--- config.mk ---
export PLATFORM = sky130hd
export DESIGN_NAME = triggered_waveform_window_capture
export DESIGN_NICKNAME = d
export VERILOG_FILES = /design/src/twwc_pkg.sv /design/src/twwc_drain.sv /design/src/triggered_waveform_window_capture.sv
export SDC_FILE = /design/constraint.sdc
export NUM_CORES = 1
export LEC_CHECK = 0
export BUFFER_PORTS_ARGS = -buffer_cell sky130_fd_sc_hd__buf_4
export CELL_PAD_IN_SITES_DETAIL_PLACEMENT = 1
export CELL_PAD_IN_SITES_GLOBAL_PLACEMENT = 2
export CORE_MARGIN = 2
export CORE_UTILIZATION = 37
export CTS_CLUSTER_DIAMETER = 40
export CTS_CLUSTER_SIZE = 40
export DETAILED_ROUTE_END_ITERATION = 10
export PLACE_DENSITY = 0.69
export SYNTH_ARGS = -nofsm -noshare
export SYNTH_HDL_FRONTEND = slang
export SYNTH_SLANG_ARGS = --single-unit
--- constraint.sdc ---
create_clock -name clk -period 17.75 [get_ports clk]
set_input_delay 5.325 -clock clk [delete_from_list [all_inputs] [get_ports clk]]
set_output_delay 5.325 -clock clk [all_outputs]
set_load 0.03 [all_outputs]
--- src/twwc_pkg.sv ---
// twwc_pkg: shared types, register codes and reset values for the
// triggered waveform window capture block. No dependencies.

package twwc_pkg;

	// default number of capture windows that may be open at once
	localparam int unsigned CAPTURE_SLOTS_DEF = 4;

	// largest window in samples; longer settings are clamped to this
	localparam int unsigned MAX_WINDOW = 128;

	// configuration register reset values
	localparam logic signed [15:0] THRESHOLD_RST = 16'sd0;
	localparam logic [7:0]  SHIFT_RST    = 8'd25;
	localparam logic [7:0]  LENGTH_RST   = 8'd98;
	localparam logic [7:0]  HOLDOFF_RST  = 8'd30;
	localparam logic [15:0] MAXWAVES_RST = 16'd1600;
	localparam logic [15:0] LINELEN_RST  = 16'd4096;

	// configuration register indexes
	typedef enum logic [2:0] {
		REG_TRIGGER_THRESHOLD  = 3'd0,
		REG_WINDOW_SHIFT       = 3'd1,
		REG_WINDOW_LENGTH      = 3'd2,
		REG_HOLDOFF_LENGTH     = 3'd3,
		REG_MAX_WAVES_PER_LINE = 3'd4,
		REG_LINE_LENGTH        = 3'd5
	} cfg_reg_e;

	// one input transaction
	typedef struct packed {
		logic signed [15:0] trigger_sample;
		logic signed [15:0] laser_sample;
	} in_item_t;

	// one result transaction
	typedef struct packed {
		logic [15:0]        line_number;
		logic [15:0]        wave_number;
		logic [6:0]         sample_offset;
		logic signed [11:0] scaled_value;
		logic               last_of_item;
	} out_item_t;

	// fields shared by every result of one input
	typedef struct packed {
		logic [15:0]        line_number;
		logic signed [11:0] scaled_value;
	} batch_hdr_t;

endpackage

--- src/twwc_drain.sv ---
// twwc_drain: holds the results of one input and hands them out one per
// unstalled cycle via a result register, oldest first. Uses twwc_pkg.

module twwc_drain #(
	parameter int unsigned CAPTURE_SLOTS = twwc_pkg::CAPTURE_SLOTS_DEF
) (
	input  logic                          clk,
	input  logic                          arst_n,
	input  logic                          load,
	input  logic [CAPTURE_SLOTS-1:0]      mask,
	input  logic [CAPTURE_SLOTS-1:0][15:0] wave,
	input  logic [CAPTURE_SLOTS-1:0][6:0] offset,
	input  twwc_pkg::batch_hdr_t          hdr,
	output logic                          ready,
	output logic                          result_valid,
	input  logic                          result_stall,
	output twwc_pkg::out_item_t           result
);

	localparam int unsigned IDXW = (CAPTURE_SLOTS > 1) ? $clog2(CAPTURE_SLOTS) : 1;

	logic [CAPTURE_SLOTS-1:0]       mask_s2;
	logic [CAPTURE_SLOTS-1:0][15:0] wave_s2;
	logic [CAPTURE_SLOTS-1:0][6:0]  offset_s2;
	twwc_pkg::batch_hdr_t           hdr_s2;

	logic                     valid_s3;
	twwc_pkg::out_item_t      result_s3;

	logic [IDXW-1:0]          sel;
	logic [CAPTURE_SLOTS-1:0] rest;
	logic                     out_load;

	// pick the oldest pending result
	always_comb begin
		sel = '0;
		for (int i = CAPTURE_SLOTS - 1; i >= 0; i--) begin
			if (mask_s2[i]) begin
				sel = IDXW'(i);
			end
		end
		rest = mask_s2 & ~(CAPTURE_SLOTS'(1) << sel);
	end

	assign out_load = (mask_s2 != '0) && (!valid_s3 || !result_stall);
	assign ready    = (mask_s2 == '0) || (out_load && rest == '0);

	// result batch of one input
	always_ff @(posedge clk or negedge arst_n) begin
		if (!arst_n) begin
			mask_s2 <= '0;
		end else if (load) begin
			mask_s2 <= mask;
		end else if (out_load) begin
			mask_s2 <= rest;
		end
	end

	always_ff @(posedge clk) begin
		if (load) begin
			wave_s2   <= wave;
			offset_s2 <= offset;
			hdr_s2    <= hdr;
		end
	end

	// result register
	always_ff @(posedge clk or negedge arst_n) begin
		if (!arst_n) begin
			valid_s3 <= 1'b0;
		end else if (out_load) begin
			valid_s3 <= 1'b1;
		end else if (!result_stall) begin
			valid_s3 <= 1'b0;
		end
	end

	always_ff @(posedge clk) begin
		if (out_load) begin
			result_s3.line_number   <= hdr_s2.line_number;
			result_s3.wave_number   <= wave_s2[sel];
			result_s3.sample_offset <= offset_s2[sel];
			result_s3.scaled_value  <= hdr_s2.scaled_value;
			result_s3.last_of_item  <= (rest == '0);
		end
	end

	assign result_valid = valid_s3;
	assign result       = result_s3;

endmodule

--- src/triggered_waveform_window_capture.sv ---
// triggered_waveform_window_capture: top level with configuration registers,
// input register, line and trigger state, and the capture window list.
// Uses twwc_pkg and twwc_drain.

// Each accepted sample pair passes an input register, is evaluated
// against the line state and the open capture windows, and leaves
// its results (one per window whose span covers it, up to CAPTURE_SLOTS)
// in a batch that the result register hands out one per unstalled cycle,
// oldest window first, with last_of_item set on the final one. Samples
// that cause no result are taken in every cycle while no batch is pending;
// a sample with results stalls the input until the last of them enters
// the result register, so results leave it at a sustained one per
// unstalled cycle. A sample's results pass the batch register in
// twwc_drain and then the result register.
// The open windows are kept in age order, oldest at index 0, so emission
// order and freeing need no sort. cfg_ready is always high; registers are
// to be written only while the block is idle.

module triggered_waveform_window_capture #(
	parameter int unsigned CAPTURE_SLOTS = twwc_pkg::CAPTURE_SLOTS_DEF
) (
	input  logic                 clk,
	input  logic                 arst_n,
	input  logic                 cfg_valid,
	output logic                 cfg_ready,
	input  logic [2:0]           cfg_index,
	input  logic [15:0]          cfg_data,
	input  logic                 sample_valid,
	output logic                 sample_stall,
	input  twwc_pkg::in_item_t   sample,
	output logic                 result_valid,
	input  logic                 result_stall,
	output twwc_pkg::out_item_t  result
);

	localparam int unsigned CW = $clog2(CAPTURE_SLOTS + 1);

	// configuration registers
	logic signed [15:0] threshold_q;
	logic [7:0]         shift_q;
	logic [7:0]         length_q;
	logic [7:0]         holdoff_len_q;
	logic [15:0]        max_waves_q;
	logic [15:0]        line_len_q;

	// line state
	logic [15:0] pos_q;
	logic [15:0] line_q;
	logic [7:0]  holdoff_q;
	logic [15:0] waves_q;

	// open windows, oldest first
	logic [CAPTURE_SLOTS-1:0][8:0]  age_q;
	logic [CAPTURE_SLOTS-1:0][15:0] slot_wave_q;
	logic [CW-1:0]                  cnt_q;

	// input register
	logic               valid_s1;
	twwc_pkg::in_item_t sample_s1;

	logic batch_ready;
	logic proc;

	logic [7:0]  eff_len;
	logic [8:0]  win_end;
	logic [16:0] fit_sum;
	logic        take;
	logic [15:0] pos_inc;
	logic        wrap;
	logic [16:0] laser_adj;
	logic [CW:0] cnt_new;

	logic [CAPTURE_SLOTS-1:0][8:0]  ea;
	logic [CAPTURE_SLOTS-1:0][15:0] ew;
	logic [CAPTURE_SLOTS-1:0][6:0]  eoff;
	logic [CAPTURE_SLOTS-1:0]       live;
	logic [CAPTURE_SLOTS-1:0]       emit;
	logic [CAPTURE_SLOTS-1:0]       gone;
	logic [CW-1:0]                  nfree;
	logic [CAPTURE_SLOTS-1:0][8:0]  age_nxt;
	logic [CAPTURE_SLOTS-1:0][15:0] wave_nxt;

	twwc_pkg::batch_hdr_t hdr;

	assign cfg_ready = 1'b1;

	// configuration write
	always_ff @(posedge clk or negedge arst_n) begin
		if (!arst_n) begin
			threshold_q   <= twwc_pkg::THRESHOLD_RST;
			shift_q       <= twwc_pkg::SHIFT_RST;
			length_q      <= twwc_pkg::LENGTH_RST;
			holdoff_len_q <= twwc_pkg::HOLDOFF_RST;
			max_waves_q   <= twwc_pkg::MAXWAVES_RST;
			line_len_q    <= twwc_pkg::LINELEN_RST;
		end else if (cfg_valid && cfg_ready) begin
			case (cfg_index)
				twwc_pkg::REG_TRIGGER_THRESHOLD:  threshold_q   <= cfg_data;
				twwc_pkg::REG_WINDOW_SHIFT:       shift_q       <= cfg_data[7:0];
				twwc_pkg::REG_WINDOW_LENGTH:      length_q      <= cfg_data[7:0];
				twwc_pkg::REG_HOLDOFF_LENGTH:     holdoff_len_q <= cfg_data[7:0];
				twwc_pkg::REG_MAX_WAVES_PER_LINE: max_waves_q   <= cfg_data;
				twwc_pkg::REG_LINE_LENGTH:        line_len_q    <= cfg_data;
				default: ;
			endcase
		end
	end

	// input register handshake
	assign proc         = valid_s1 && batch_ready;
	assign sample_stall = valid_s1 && !batch_ready;

	always_ff @(posedge clk or negedge arst_n) begin
		if (!arst_n) begin
			valid_s1 <= 1'b0;
		end else if (!sample_stall) begin
			valid_s1 <= sample_valid;
		end
	end

	always_ff @(posedge clk) begin
		if (sample_valid && !sample_stall) begin
			sample_s1 <= sample;
		end
	end

	// window span, trigger decision and position step
	always_comb begin
		if (length_q == '0) begin
			eff_len = 8'd1;
		end else if (length_q > 8'(twwc_pkg::MAX_WINDOW)) begin
			eff_len = 8'(twwc_pkg::MAX_WINDOW);
		end else begin
			eff_len = length_q;
		end
		win_end = {1'b0, shift_q} + {1'b0, eff_len};
		fit_sum = {1'b0, pos_q} + 17'(eff_len) + 17'(shift_q);
		take    = (holdoff_q == '0)
		       && (sample_s1.trigger_sample > threshold_q)
		       && (fit_sum < {1'b0, line_len_q})
		       && (waves_q < max_waves_q)
		       && (cnt_q < CW'(CAPTURE_SLOTS));
		pos_inc = pos_q + 16'd1;
		wrap    = (pos_inc >= line_len_q) || (pos_inc == '0);
	end

	// divide by 16 toward zero
	assign laser_adj = {sample_s1.laser_sample[15], sample_s1.laser_sample}
	                 + (sample_s1.laser_sample[15] ? 17'd15 : 17'd0);
	assign hdr.line_number  = line_q;
	assign hdr.scaled_value = laser_adj[15:4];

	// window list with the new window appended, emission and freeing
	always_comb begin
		nfree = '0;
		for (int i = 0; i < CAPTURE_SLOTS; i++) begin
			if (take && cnt_q == CW'(i)) begin
				ea[i] = '0;
				ew[i] = waves_q;
			end else begin
				ea[i] = age_q[i];
				ew[i] = slot_wave_q[i];
			end
			live[i] = ((CW + 1)'(i) < ({1'b0, cnt_q} + (CW + 1)'(take)));
			emit[i] = live[i] && (ea[i] >= {1'b0, shift_q}) && (ea[i] < win_end);
			gone[i] = live[i] && ((10'(ea[i]) + 10'd1) >= {1'b0, win_end});
			eoff[i] = 7'(ea[i] - {1'b0, shift_q});
			nfree   = nfree + CW'(gone[i]);
		end
	end

	// age the list and drop the freed oldest entries
	always_comb begin
		for (int i = 0; i < CAPTURE_SLOTS; i++) begin
			age_nxt[i]  = '0;
			wave_nxt[i] = '0;
			for (int j = 0; j < CAPTURE_SLOTS; j++) begin
				if (j == i + int'(nfree)) begin
					age_nxt[i]  = ea[j] + 9'd1;
					wave_nxt[i] = ew[j];
				end
			end
		end
		cnt_new = {1'b0, cnt_q} + (CW + 1)'(take) - (CW + 1)'(nfree);
	end

	// state update, one input per processed transaction
	always_ff @(posedge clk or negedge arst_n) begin
		if (!arst_n) begin
			pos_q     <= '0;
			line_q    <= '0;
			holdoff_q <= '0;
			waves_q   <= '0;
			cnt_q     <= '0;
		end else if (proc) begin
			cnt_q <= cnt_new[CW-1:0];
			if (wrap) begin
				pos_q     <= '0;
				line_q    <= line_q + 16'd1;
				waves_q   <= '0;
				holdoff_q <= '0;
			end else begin
				pos_q <= pos_inc;
				if (holdoff_q != '0) begin
					holdoff_q <= holdoff_q - 8'd1;
				end else if (take) begin
					holdoff_q <= holdoff_len_q;
				end
				if (take) begin
					waves_q <= waves_q + 16'd1;
				end
			end
		end
	end

	always_ff @(posedge clk) begin
		if (proc) begin
			age_q       <= age_nxt;
			slot_wave_q <= wave_nxt;
		end
	end

	twwc_drain #(
		.CAPTURE_SLOTS(CAPTURE_SLOTS)
	) u_drain (
		.clk          (clk),
		.arst_n       (arst_n),
		.load         (proc),
		.mask         (emit),
		.wave         (ew),
		.offset       (eoff),
		.hdr          (hdr),
		.ready        (batch_ready),
		.result_valid (result_valid),
		.result_stall (result_stall),
		.result       (result)
	);

	// window count never exceeds the slot count
	assert property (@(posedge clk) disable iff (!arst_n)
		cnt_q <= CW'(CAPTURE_SLOTS))
		else $error("window count above slot count");

	// at most one window opens per input
	assert property (@(posedge clk) disable iff (!arst_n)
		proc |=> ({1'b0, cnt_q} <= {1'b0, $past(cnt_q)} + (CW + 1)'(1)))
		else $error("more than one window opened in one input");

	// a result that is not the last of its input is followed at once
	assert property (@(posedge clk) disable iff (!arst_n)
		(result_valid && !result_stall && !result.last_of_item) |=> result_valid)
		else $error("results of one input interrupted");

endmodule
; Word level (Yosys, flattened, before mapping)
; Index checks and enable logic that the tools add are counted.
[totals]
ff_bits = 441
input_bits = 56
wordCells = 232
[classes]
add_sub_neg = 28
n_lt_le_gt_ge = 23
eq_ne = 21
n_shift = 1
mux = 61
bitwise = 2
reduce_logical = 57
[op_table]
columns = operator, n
row1 = 2-to-1 mux 16 bit, 24
row2 = 2-to-1 mux 9 bit, 20
row3 = zero test 32 bit, 4
row4 = equality test 2 x 32 -> 1 bit (first input constant), 3
row5 = equality test 3 x 32 -> 1 bit (first input constant), 3
row6 = adder 16 x 1 -> 16 bit (second input constant), 3
row7 = adder 9 x 1 -> 10 bit (second input constant), 4
row8 = greater-or-equal comparator 10 x 9 -> 1 bit, 4
row9 = 2-to-1 mux 8 bit, 5
row10 = adder 9 x 1 -> 9 bit (second input constant), 4
row11 = greater-or-equal comparator 9 x 8 -> 1 bit, 4
row12 = less-than comparator 9 bit, 4
row13 = binary-select mux 16 bit (select 2 bit), 1
row14 = subtractor 7 bit, 4
row15 = logical AND 1 bit, 25
row16 = AND reduction 2 bit, 9
row17 = adder 16 x 8 -> 17 bit, 1
row18 = adder 17 x 8 -> 17 bit, 1
row19 = less-than comparator 17 x 16 -> 1 bit, 1
row20 = adder 16 x 5 -> 16 bit, 1
row21 = greater-or-equal comparator 16 bit, 1
row22 = > comparator 16 bit, 1
row23 = zero test 16 bit, 1
row24 = zero test 8 bit, 2
row25 = other kinds (38), 63

; Logic depth before layout (Yosys ltp)
; Gate-level depths: netlist of the first run.
[depth]
ltp_word = 23
ltp_mapped = 50
ltp_nobuf = 47

; Cells and area by module
; A second synthesis of the first run with hierarchy kept.
[hier_totals]
cells_unflattened = 2307
area_unflattened_um2 = 25612.1
[modules_own_cells]
columns = mod, instances, cells_each, area_per_inst_um2, seq_area_each_um2
row1 = triggered_waveform_window_capture, 1, 1992, 19398.6, 7284.5
row2 = twwc_drain, 1, 315, 6213.5, 5290.1

; Worst setup path after synthesis of the first run
; No wires, ideal clock.
[synth_path]
path_type = input-to-reg
startpoint = in result_stall
endpoint = reg holdoff_q[4]
arrival_time_ns = 14.021
required_ns = 17.621
setup_slack_ns = 3.599
cell_stages = 11
n_path_buf = 3
cell_sequence = and2_0 > maj3_1 > o21a_1 > o22a_1 > nand2b_1 > clkbuf_1 > inv_1 > clkbuf_1 > clkbuf_1 > o21ai_0 > o2bb2ai_1
[synth_via]
elab_chain_cells = 7
[synth_rtl]
columns = element, line
row1 = from (decl), triggered_waveform_window_capture.sv:32  ; input logic result_stall,
row2 = zero test 1 bit, twwc_drain.sv:45  ; assign out_load = (mask_s2 != '0) && (!valid_s3 || !result_stall);
row3 = logical OR 1 bit, twwc_drain.sv:45
row4 = logical AND 1 bit, twwc_drain.sv:45
row5 = logical AND 1 bit, twwc_drain.sv:46  ; assign ready = (mask_s2 == '0) || (out_load && rest == '0);
row6 = logical OR 1 bit, twwc_drain.sv:46
row7 = logical AND 1 bit, triggered_waveform_window_capture.sv:110  ; assign proc = valid_s1 && batch_ready;
row8 = via proc, triggered_waveform_window_capture.sv:62  ; logic proc;
row9 = AND reduction 2 bit (no line), n/a
row10 = to (signal assigned), triggered_waveform_window_capture.sv:205  ; holdoff_q <= holdoff_q - 8'd1;
row11 = to (signal assigned), triggered_waveform_window_capture.sv:207  ; holdoff_q <= holdoff_len_q;
row12 = to (decl), triggered_waveform_window_capture.sv:49  ; logic [7:0] holdoff_q;
; The timed path passes the listed nets, and every way through them passes these cells.
; A chain may end at the register's enable or synchronous reset.

==> results.sh, run 1 <==
export IMPL_synth_xor_area_frac=0.03904
export IMPL_post_cts_buffers=0
export IMPL_ctsResizeCount=0
export IMPL_cpMostUsedCell="ha_1"
export IMPL_min_period_ns=12.67
export IMPL_tightest_slew_ns=1.249
export IMPL_yosysSeqAreaShare=0.4874
export IMPL_htreeDepth=3
export IMPL_hold_depth=0
export IMPL_syn_area_sq_um=25800
export IMPL_drtAntennaViolNets=0
export IMPL_die_y_um=268.1
export IMPL_syn_to_final_growth_pct=18.37
export IMPL_setup_viol=0
export IMPL_cp_data_arrival_time_ns=13.14
export IMPL_clkTransAtPathRegs_ns=0.06
export IMPL_cts_tree="built"
export IMPL_cts_root_buf="clkbuf_16"
export IMPL_min_delay_start="u_drain.hdr_s2[6]"
export IMPL_clockBufferDepth=3
export IMPL_totalWireLength_um=81860
export IMPL_hpwl_um=57530
export IMPL_slew_limit_headroom=0.1608
export IMPL_cts_inserted_buffers=86
export IMPL_path_max_fanout=40
export IMPL_synthAdderAreaFrac=0.1062
export IMPL_synth_edf_count=304
export IMPL_grt_start_max_net_pins=75
export IMPL_hold_path_class="flop to flop"
export IMPL_syn_nets=2612
export IMPL_hold_violations=0
export IMPL_grt_pass1_wl_um=125200
export IMPL_routedWlPerCell_um=23.66
export IMPL_grt_ovfl_total=0
export IMPL_synth_top_cell_area_share=0.3538
export IMPL_synth_top_family_by_area="compound AO/OA/AOI/OAI gates"
export IMPL_syn_area_per_cell_sq_um=10.99
export IMPL_grt_usage=0.2312
export IMPL_io_buffers=109
export IMPL_num_antenna_cells=0
export IMPL_crit_type="flop to flop"
export IMPL_cpPeakStageDelay_ns=0.97
export IMPL_synthArstFlopShare=0.3107
export IMPL_drv_slew=0
export IMPL_vias=19200
export IMPL_fillers=7423
export IMPL_drive_gt1_frac=0.1748
export IMPL_synth_mux_area_fraction=0.06775
export IMPL_clock_sinks=441
export IMPL_ioPinCount=111
export IMPL_final_net_count=2723
export IMPL_via_per_inst=5.550
export IMPL_antenna_found_initial=3
export IMPL_synth_area_leaders="edfxtp_1 35%, dfrtp_1 12%, ha_1 9.5%, nand2_1 3.3%, mux2_2 3.0%"
export IMPL_synth_cells=2347
export IMPL_crit_slowest_cell="nor3_1"
export IMPL_synth_simple_area_share=0.1208
export IMPL_synth_top_area_cell="edfxtp_1"
export IMPL_drt_iter0_markers=1402
export IMPL_critPathCaptureType="flop"
export IMPL_initial_core_util=0.3749
export IMPL_ys_ff_latch=441
export IMPL_core_area_sq_um=68830
export IMPL_synth_compound_area_frac=0.1371
export IMPL_drc=0
export IMPL_die_x_um=268.1
export IMPL_period_share=0.7138
export IMPL_rr_startpoint="shift_q[1]"
export IMPL_rsz0062_at_grt="no"
export IMPL_worstRegToRegCells=49
export IMPL_drv_cap=0
export IMPL_synth_flop_cell="edfxtp_1"
export IMPL_start_kind="flop"
export IMPL_grt_pass1_vias=20460
export IMPL_outcome="finished clean"
export IMPL_dieArea_sq_um=71860
export IMPL_firstDrtPassIters=5
export IMPL_tns_ns=0
export IMPL_max_freq_mhz=78.93
export IMPL_synthDistinctLibCells=90
export IMPL_r2r_end="age_q[2]"
export IMPL_postCtsHoldBufs=0
export IMPL_worstSkewPairLatency_ns=0.65
export IMPL_hold_path_end="u_drain.result[7]"
export IMPL_ff2ff_setup_slack_ns=5.08
export IMPL_cp_required_ns=18.22
export IMPL_fin_skew_ns=0.03626
export IMPL_gp_congestion=0.8527
export IMPL_rows=96
export IMPL_yosys_warnings=0
-- cell type report --
| cell class | count | area, sq um | area share |
|---|---|---|---|
| sequential | 441 | 12570 | 0.4118 |
| multi-input combinational | 1636 | 12220 | 0.4002 |
| clock inverter | 66 | 735.7 | 0.02409 |
| clock buffer | 92 | 2196 | 0.07190 |
| inverter | 150 | 570.5 | 0.01868 |
| timing repair buffer | 143 | 1077 | 0.03528 |
| tap | 931 | 1165 | 0.03814 |
-- worst max path at each step --
stage            startpoint         endpoint  slack (ns)  cells past startpoint
3_3_place_gp     shift_q[1]  slot_wave_q[11]        5.54                     49
2_1_floorplan  result_stall     holdoff_q[4]        3.60                     11
6_report         shift_q[1]         age_q[2]        5.08                     49
3_5_place_dp     shift_q[1]   slot_wave_q[9]        5.19                     49
4_1_cts          shift_q[1]  slot_wave_q[12]        5.15                     49
5_1_grt          shift_q[1]  slot_wave_q[14]        4.08                     49
-- worst max-delay path, delay by kind of cell, from the launching register on --
kind	cells	cell delay [ns]
adder cells (fa/ha/maj)	10	3.42
buffers and inverters	9	2.17
AO/OA/AOI/OAI	14	2.39
flip-flops	1	0.66
AND/OR/NAND/NOR	14	3.14
XOR/XNOR	2	0.66
-- routing by layer --
| layer | vias to the layer above | GRT usage | wire length, um |
|---|---|---|---|
| met3 | 152 | 0.03839 | 3928 |
| met1 | 9710 | 0.3063 | 36570 |
| met2 | 457 | 0.3771 | 38670 |
| li1 | 8878 | - | - |
| met5 | - | 0 | 0 |
| met4 | 0 | 0.09331 | 2696 |
-- flip-flops by register name (all words and copies together), names as in the netlist, 3 cells and up --
register	cells
age_q	36
cnt_q	3
holdoff_len_q	8
holdoff_q	8
length_q	8
line_len_q	16
line_q	16
max_waves_q	16
pos_q	16
sample_s1	32
shift_q	8
slot_wave_q	64
threshold_q	16
u_drain.hdr_s2	28
u_drain.mask_s2	4
u_drain.offset_s2	28
u_drain.result	52
u_drain.wave_s2	64
waves_q	16
-- cell usage in the layout (no fill, tap or decap), types with 9 or more instances in the layout --
cell,synthesis,layout
edfxtp_1,304,304
nand2_1,224,224
ha_1,195,194
inv_1,146,145
buf_4,3,142
o21ai_0,139,138
dfrtp_1,123,123
nor2_1,122,122
a21oi_1,114,112
clkbuf_16,0,87
xnor2_1,72,72
mux2_2,68,68
nand3_1,57,57
xor2_1,43,43
mux2i_1,39,39
and2_1,37,37
o211ai_1,35,35
nor3_1,34,33
and3_1,32,32
nand4_1,32,32
a22oi_1,30,30
nor2b_1,29,28
mux4_2,25,25
o221ai_1,23,23
a21o_1,22,22
a21boi_0,20,20
clkinvlp_4,0,17
o21a_1,16,16
o22a_1,16,16
nand2b_1,15,14
fa_1,14,14
dfstp_2,14,14
a31oi_1,13,13
o21bai_1,12,11
or3_1,11,11
o31ai_1,11,11
a22o_1,11,11
nor4_1,10,10
a211oi_1,9,9
-- per-stage QoR --
step	hold slack (ns)	setup WS, ns	util	instances	cell area (sq um)
final	0.4167	5.081	0.4437	3459	30540
after detailed placement	0.4052	5.195	0.4011	3301	27610
after floorplan	0.4003	3.600	-	2347	25800
after CTS	0.4113	5.149	0.4437	3459	30540
after global routing	0.4232	4.085	0.4437	3459	30540
after global placement	0.4024	5.542	0.4011	3301	27610
-- Yosys cell counts (8+ instances only) --
| cell | count |
|---|---|
| buf_2 | 20 |
| a22o_1 | 11 |
| or3_1 | 11 |
| edfxtp_1 | 304 |
| xnor2_1 | 72 |
| dfrtp_1 | 123 |
| nand3_1 | 57 |
| a211oi_1 | 9 |
| and3_1 | 32 |
| a21o_1 | 22 |
| mux2_2 | 68 |
| mux2i_1 | 39 |
| o211ai_1 | 35 |
| nor4_1 | 10 |
| o21bai_1 | 12 |
| clkbuf_1 | 84 |
| inv_1 | 146 |
| o21ai_0 | 139 |
| nand2b_1 | 15 |
| dfstp_2 | 14 |
| nor2b_1 | 29 |
| o21a_1 | 16 |
| nor2_1 | 122 |
| fa_1 | 14 |
| a21boi_0 | 20 |
| nand2_1 | 224 |
| nor3_1 | 34 |
| buf_1 | 10 |
| nand4_1 | 32 |
| ha_1 | 195 |
| o221ai_1 | 23 |
| o22ai_1 | 8 |
| a31oi_1 | 13 |
| a22oi_1 | 30 |
| xor2_1 | 43 |
| a21oi_1 | 114 |
| o22a_1 | 16 |
| mux4_2 | 25 |
| and2_1 | 37 |
| o31ai_1 | 11 |
-- cell families after synthesis --
group | Yosys count
fa+ha+maj | 211
compound gates | 537
other cells | 1
xor+xnor | 115
mux | 134
simple gates | 638
flops | 441
buf+inv | 270
Power of run 1 is left out: the tool's default activity adds up to more than one toggle a clock period on the data nets, which glitch-free logic cannot reach.
==> run 2: changes to the inputs <==
==> constraint.sdc (replaced) <==
create_clock -name clk -period 12.9 [get_ports clk]
set_input_delay 3.87 -clock clk [delete_from_list [all_inputs] [get_ports clk]]
set_output_delay 3.87 -clock clk [all_outputs]
set_load 0.03 [all_outputs]
==> results.sh, run 2 (synthesis gave the netlist of run 1 again) <==
export IMPL_outcome="finished clean"
export IMPL_totalWireLength_um=82140
export IMPL_setup_viol=0
export IMPL_gr_usage_met3=0.03299
export IMPL_fillers=7378
export IMPL_cp_required_ns=13.21
export IMPL_fin_skew_ns=0.04491
export IMPL_cpPeakStageDelay_ns=0.70
export IMPL_path_max_fanout=26
export IMPL_busiest_layer="met2"
export IMPL_start_kind="flop"
export IMPL_dieArea_sq_um=71860
export IMPL_period_share=0.9175
export IMPL_crit_type="flop to flop"
export IMPL_hold_path_class="flop to flop"
export IMPL_worstSkewPairLatency_ns=0.65
export IMPL_min_period_ns=11.84
export IMPL_hold_violations=0
export IMPL_clkTransAtPathRegs_ns=0.06
export IMPL_rr_startpoint="shift_q[1]"
export IMPL_die_x_um=268.1
export IMPL_mostFrequentLayoutCell="edfxtp_1"
export IMPL_final_net_count=2722
export IMPL_cts_tree="built"
export IMPL_crit_slowest_cell="xor2_1"
export IMPL_die_y_um=268.1
export IMPL_ioPinCount=111
export IMPL_cp_data_arrival_time_ns=12.14
export IMPL_drv_slew=0
export IMPL_gp_congestion=0.8781
export IMPL_rows=96
export IMPL_clock_sinks=441
export IMPL_slew_limit_headroom=0.1154
export IMPL_rsz0062_at_grt="no"
export IMPL_num_antenna_cells=0
export IMPL_max_freq_mhz=84.49
export IMPL_clockBufferDepth=3
export IMPL_htreeDepth=3
export IMPL_grt_pass1_vias=20510
export IMPL_grt_pass1_wl_um=125500
export IMPL_use_met1=0.3043
export IMPL_io_buffers=109
export IMPL_drt_iter0_markers=1222
export IMPL_cp_num_buf_inv=6
export IMPL_min_delay_start="u_drain.hdr_s2[11]"
export IMPL_drc=0
export IMPL_core_area_sq_um=68830
export IMPL_drv_cap=0
export IMPL_setup_worst_path_start="shift_q[1]"
export IMPL_cpLargestDelayFamily="adder cells"
export IMPL_grt_usage=0.2319
export IMPL_cts_root_buf="clkbuf_16"
export IMPL_drive_gt1_frac=0.1761
export IMPL_postCtsHoldBufs=0
export IMPL_firstDrtPassIters=5
export IMPL_hpwl_um=56960
export IMPL_tns_ns=0
export IMPL_tightest_slew_ns=1.327
export IMPL_critPathCaptureType="flop"
export IMPL_initial_core_util=0.3749
export IMPL_grt_start_max_net_pins=173
export IMPL_antenna_found_initial=2
export IMPL_drtAntennaViolNets=0
export IMPL_use_met2=0.3876
export IMPL_mostFrequentLayoutCells="304 x edfxtp_1, 224 x nand2_1, 194 x ha_1, 145 x inv_1, 140 x buf_4"
export IMPL_vias=19300
export IMPL_syn_to_final_growth_pct=19.00
export IMPL_cts_inserted_buffers=86
export IMPL_grt_ovfl_total=0
export IMPL_via_per_inst=5.582
export IMPL_routedWlPerCell_um=23.75
[run 2: metrics by stage]
step                      cell area [sq um]  setup WS, ns  instances  hold WS, ns  utilization
after detailed placement              27620        0.8407       3300       0.4052       0.4014
after floorplan                       25800        0.2045       2347       0.4003            -
after global placement                27620         1.103       3300       0.4004       0.4014
after global routing                  30700        0.3080       3458       0.4242       0.4461
after CTS                             30700        0.7300       3458       0.4190       0.4461
final                                 30700         1.064       3458       0.4172       0.4461
[run 2: worst register-to-register path: cells and delay by family, from the launching register on]
| family | cells | cell delay, ns |
|---|---|---|
| adders and majority gates | 9 | 3.30 |
| and+or+nand+nor | 15 | 3.08 |
| AOI/OAI and AO/OA | 13 | 2.17 |
| DFF | 1 | 0.64 |
| buffers and inverters | 6 | 1.47 |
| xor gates and xnor gates | 2 | 0.86 |
[run 2: final timing paths]
check	to	cells past startpoint	slack, ns
max reg2reg	age_q[15]	45	1.06
min	u_drain.result[12]	0	0.42
max in group asynchronous	u_drain.mask_s2[3]	2	8.19
min reg2reg	u_drain.result[12]	0	0.42
max	age_q[15]	45	1.06
min in group asynchronous	threshold_q[11]	1	3.26
[run 2: routing by layer]
layer / part of all wire / vias to the layer above
li1: - / 8888
met1: 0.44 / 9775
met2: 0.48 / 474
met3: 0.045 / 166
met4: 0.035 / 0
met5: 0 / -
[run 2: repair_timing]
item                                    CTS  global route
setup buffers                             0             0
resized for setup                         0             1
endpoints found under the setup margin    0             6
[run 2: final cells by class]
| type | instances | area, sq um | area share |
|---|---|---|---|
| flip-flops and latches | 441 | 12570 | 0.4096 |
| multi-input cells | 1636 | 12230 | 0.3984 |
| clock buffers | 96 | 2200 | 0.07164 |
| well taps | 931 | 1165 | 0.03794 |
| repair buffers | 142 | 1082 | 0.03525 |
| clock inverters | 62 | 877.1 | 0.02857 |
| inverters | 150 | 570.5 | 0.01858 |
Power of run 2 is left out for the same reason.
==> run 3: changes to the inputs <==
==> constraint.sdc (replaced) <==
create_clock -name clk -period 14.6 [get_ports clk]
set_input_delay 4.38 -clock clk [delete_from_list [all_inputs] [get_ports clk]]
set_output_delay 4.38 -clock clk [all_outputs]
set_load 0.03 [all_outputs]
==> results.sh, run 3 (synthesis gave the netlist of run 1 again) <==
export IMPL_mostFrequentLayoutCell="edfxtp_1"
export IMPL_via_per_inst=5.581
export IMPL_crit_type="flop to flop"
export IMPL_cts_tree="built"
export IMPL_hold_path_class="flop to flop"
export IMPL_drc=0
export IMPL_grt_usage=0.2311
export IMPL_r2r_end="slot_wave_q[27]"
export IMPL_max_freq_mhz=84.00
export IMPL_clockBufferDepth=3
export IMPL_hpwl_um=57550
export IMPL_antenna_found_initial=4
export IMPL_gp_congestion=0.8703
export IMPL_grt_ovfl_total=0
export IMPL_critPathCaptureType="flop"
export IMPL_drtAntennaViolNets=0
export IMPL_rr_startpoint="shift_q[1]"
export IMPL_seq_area_sq_um=12570
export IMPL_clock_sinks=441
export IMPL_grt_pass1_wl_um=125600
export IMPL_initial_core_util=0.3749
export IMPL_routedWlPerCell_um=23.64
export IMPL_worstSkewPairLatency_ns=0.63
export IMPL_hold_violations=0
export IMPL_rsz0062_at_grt="no"
export IMPL_ff2ff_setup_slack_ns=2.70
export IMPL_path_max_fanout=40
export IMPL_firstDrtPassIters=6
export IMPL_clkTransAtPathRegs_ns=0.05
export IMPL_rows=96
export IMPL_min_delay_start="u_drain.hdr_s2[4]"
export IMPL_drive_gt1_frac=0.1784
export IMPL_drt_iter0_markers=1329
export IMPL_drv_slew=0
export IMPL_multi_input_area_sq_um=12220
export IMPL_syn_to_final_growth_pct=18.60
export IMPL_fin_skew_ns=0.02963
export IMPL_crit_slowest_cell="dfrtp_1"
export IMPL_start_kind="flop"
export IMPL_grt_start_max_net_pins=75
export IMPL_finish_utilization=0.4446
export IMPL_totalWireLength_um=81910
export IMPL_post_cts_buffers=0
export IMPL_vias=19340
export IMPL_min_period_ns=11.90
export IMPL_setup_viol=0
export IMPL_mostFrequentLayoutCells="304 x edfxtp_1, 224 x nand2_1, 194 x ha_1, 145 x inv_1, 145 x buf_4"
export IMPL_ctsResizeCount=0
export IMPL_drv_cap=0
export IMPL_ioPinCount=111
export IMPL_grt_pass1_vias=20420
export IMPL_die_x_um=268.1
export IMPL_fillers=7371
export IMPL_worstRegToRegCells=49
export IMPL_cp_data_arrival_time_ns=12.37
export IMPL_outcome="finished clean"
export IMPL_cts_inserted_buffers=87
export IMPL_period_share=0.8154
export IMPL_hold_depth=0
export IMPL_tightest_slew_ns=1.121
export IMPL_hold_path_end="u_drain.result[5]"
export IMPL_core_area_sq_um=68830
export IMPL_cts_root_buf="clkbuf_16"
export IMPL_cp_required_ns=15.07
export IMPL_final_net_count=2727
export IMPL_htreeDepth=3
export IMPL_die_y_um=268.1
export IMPL_slew_limit_headroom=0.2467
export IMPL_io_buffers=109
export IMPL_dieArea_sq_um=71860
export IMPL_cpPeakStageDelay_ns=0.65
export IMPL_postCtsHoldBufs=0
export IMPL_tns_ns=0
[run 3: layout make-up]
type | instances | share of cell area
sequential | 441 | 0.4109
clock inverter | 65 | 0.02245
tap | 931 | 0.03807
multi-input combinational | 1636 | 0.3994
clock buffer | 95 | 0.07450
timing repair buffer | 146 | 0.03594
inverter | 150 | 0.01865
antenna | 1 | 0.00008178
[run 3: worst max-delay path by stage]
| stage | from | endpoint |
|---|---|---|
| 2_1_floorplan | result_stall | holdoff_q[4] |
| 3_3_place_gp | shift_q[1] | slot_wave_q[25] |
| 3_5_place_dp | shift_q[1] | slot_wave_q[10] |
| 4_1_cts | shift_q[1] | slot_wave_q[14] |
| 5_1_grt | shift_q[1] | slot_wave_q[11] |
| 6_report | shift_q[1] | slot_wave_q[27] |
[run 3: critical path: cells and delay by family (launching register included)]
| family | cells | cell delay, ns |
|---|---|---|
| XOR/XNOR | 2 | 0.67 |
| buffers and inverters | 8 | 1.82 |
| AO/OA/AOI/OAI | 15 | 2.52 |
| adder cells (fa/ha/maj) | 10 | 3.37 |
| flip-flops | 1 | 0.65 |
| AND/OR/NAND/NOR | 14 | 2.65 |
[run 3: stage by stage]
stage / hold WS (ns) / setup slack [ns] / area (sq um) / instances
2_1_floorplan: 0.4003 / 1.395 / 25800 / 2347
3_3_place_gp: 0.4008 / 3.134 / 27630 / 3304
3_5_place_dp: 0.4061 / 2.752 / 27630 / 3304
4_1_cts: 0.4184 / 2.763 / 30600 / 3464
5_1_grt: 0.4250 / 1.741 / 30600 / 3464
6_report: 0.4168 / 2.696 / 30600 / 3465
[run 3: per-layer routing]
metal	GRT usage	up-vias	share of wire
met4	0.06674	0	0.027
met2	0.3888	449	0.48
li1	-	8899	-
met1	0.3096	9834	0.45
met5	0	-	0
met3	0.03372	155	0.042
Power of run 3 is left out for the same reason.
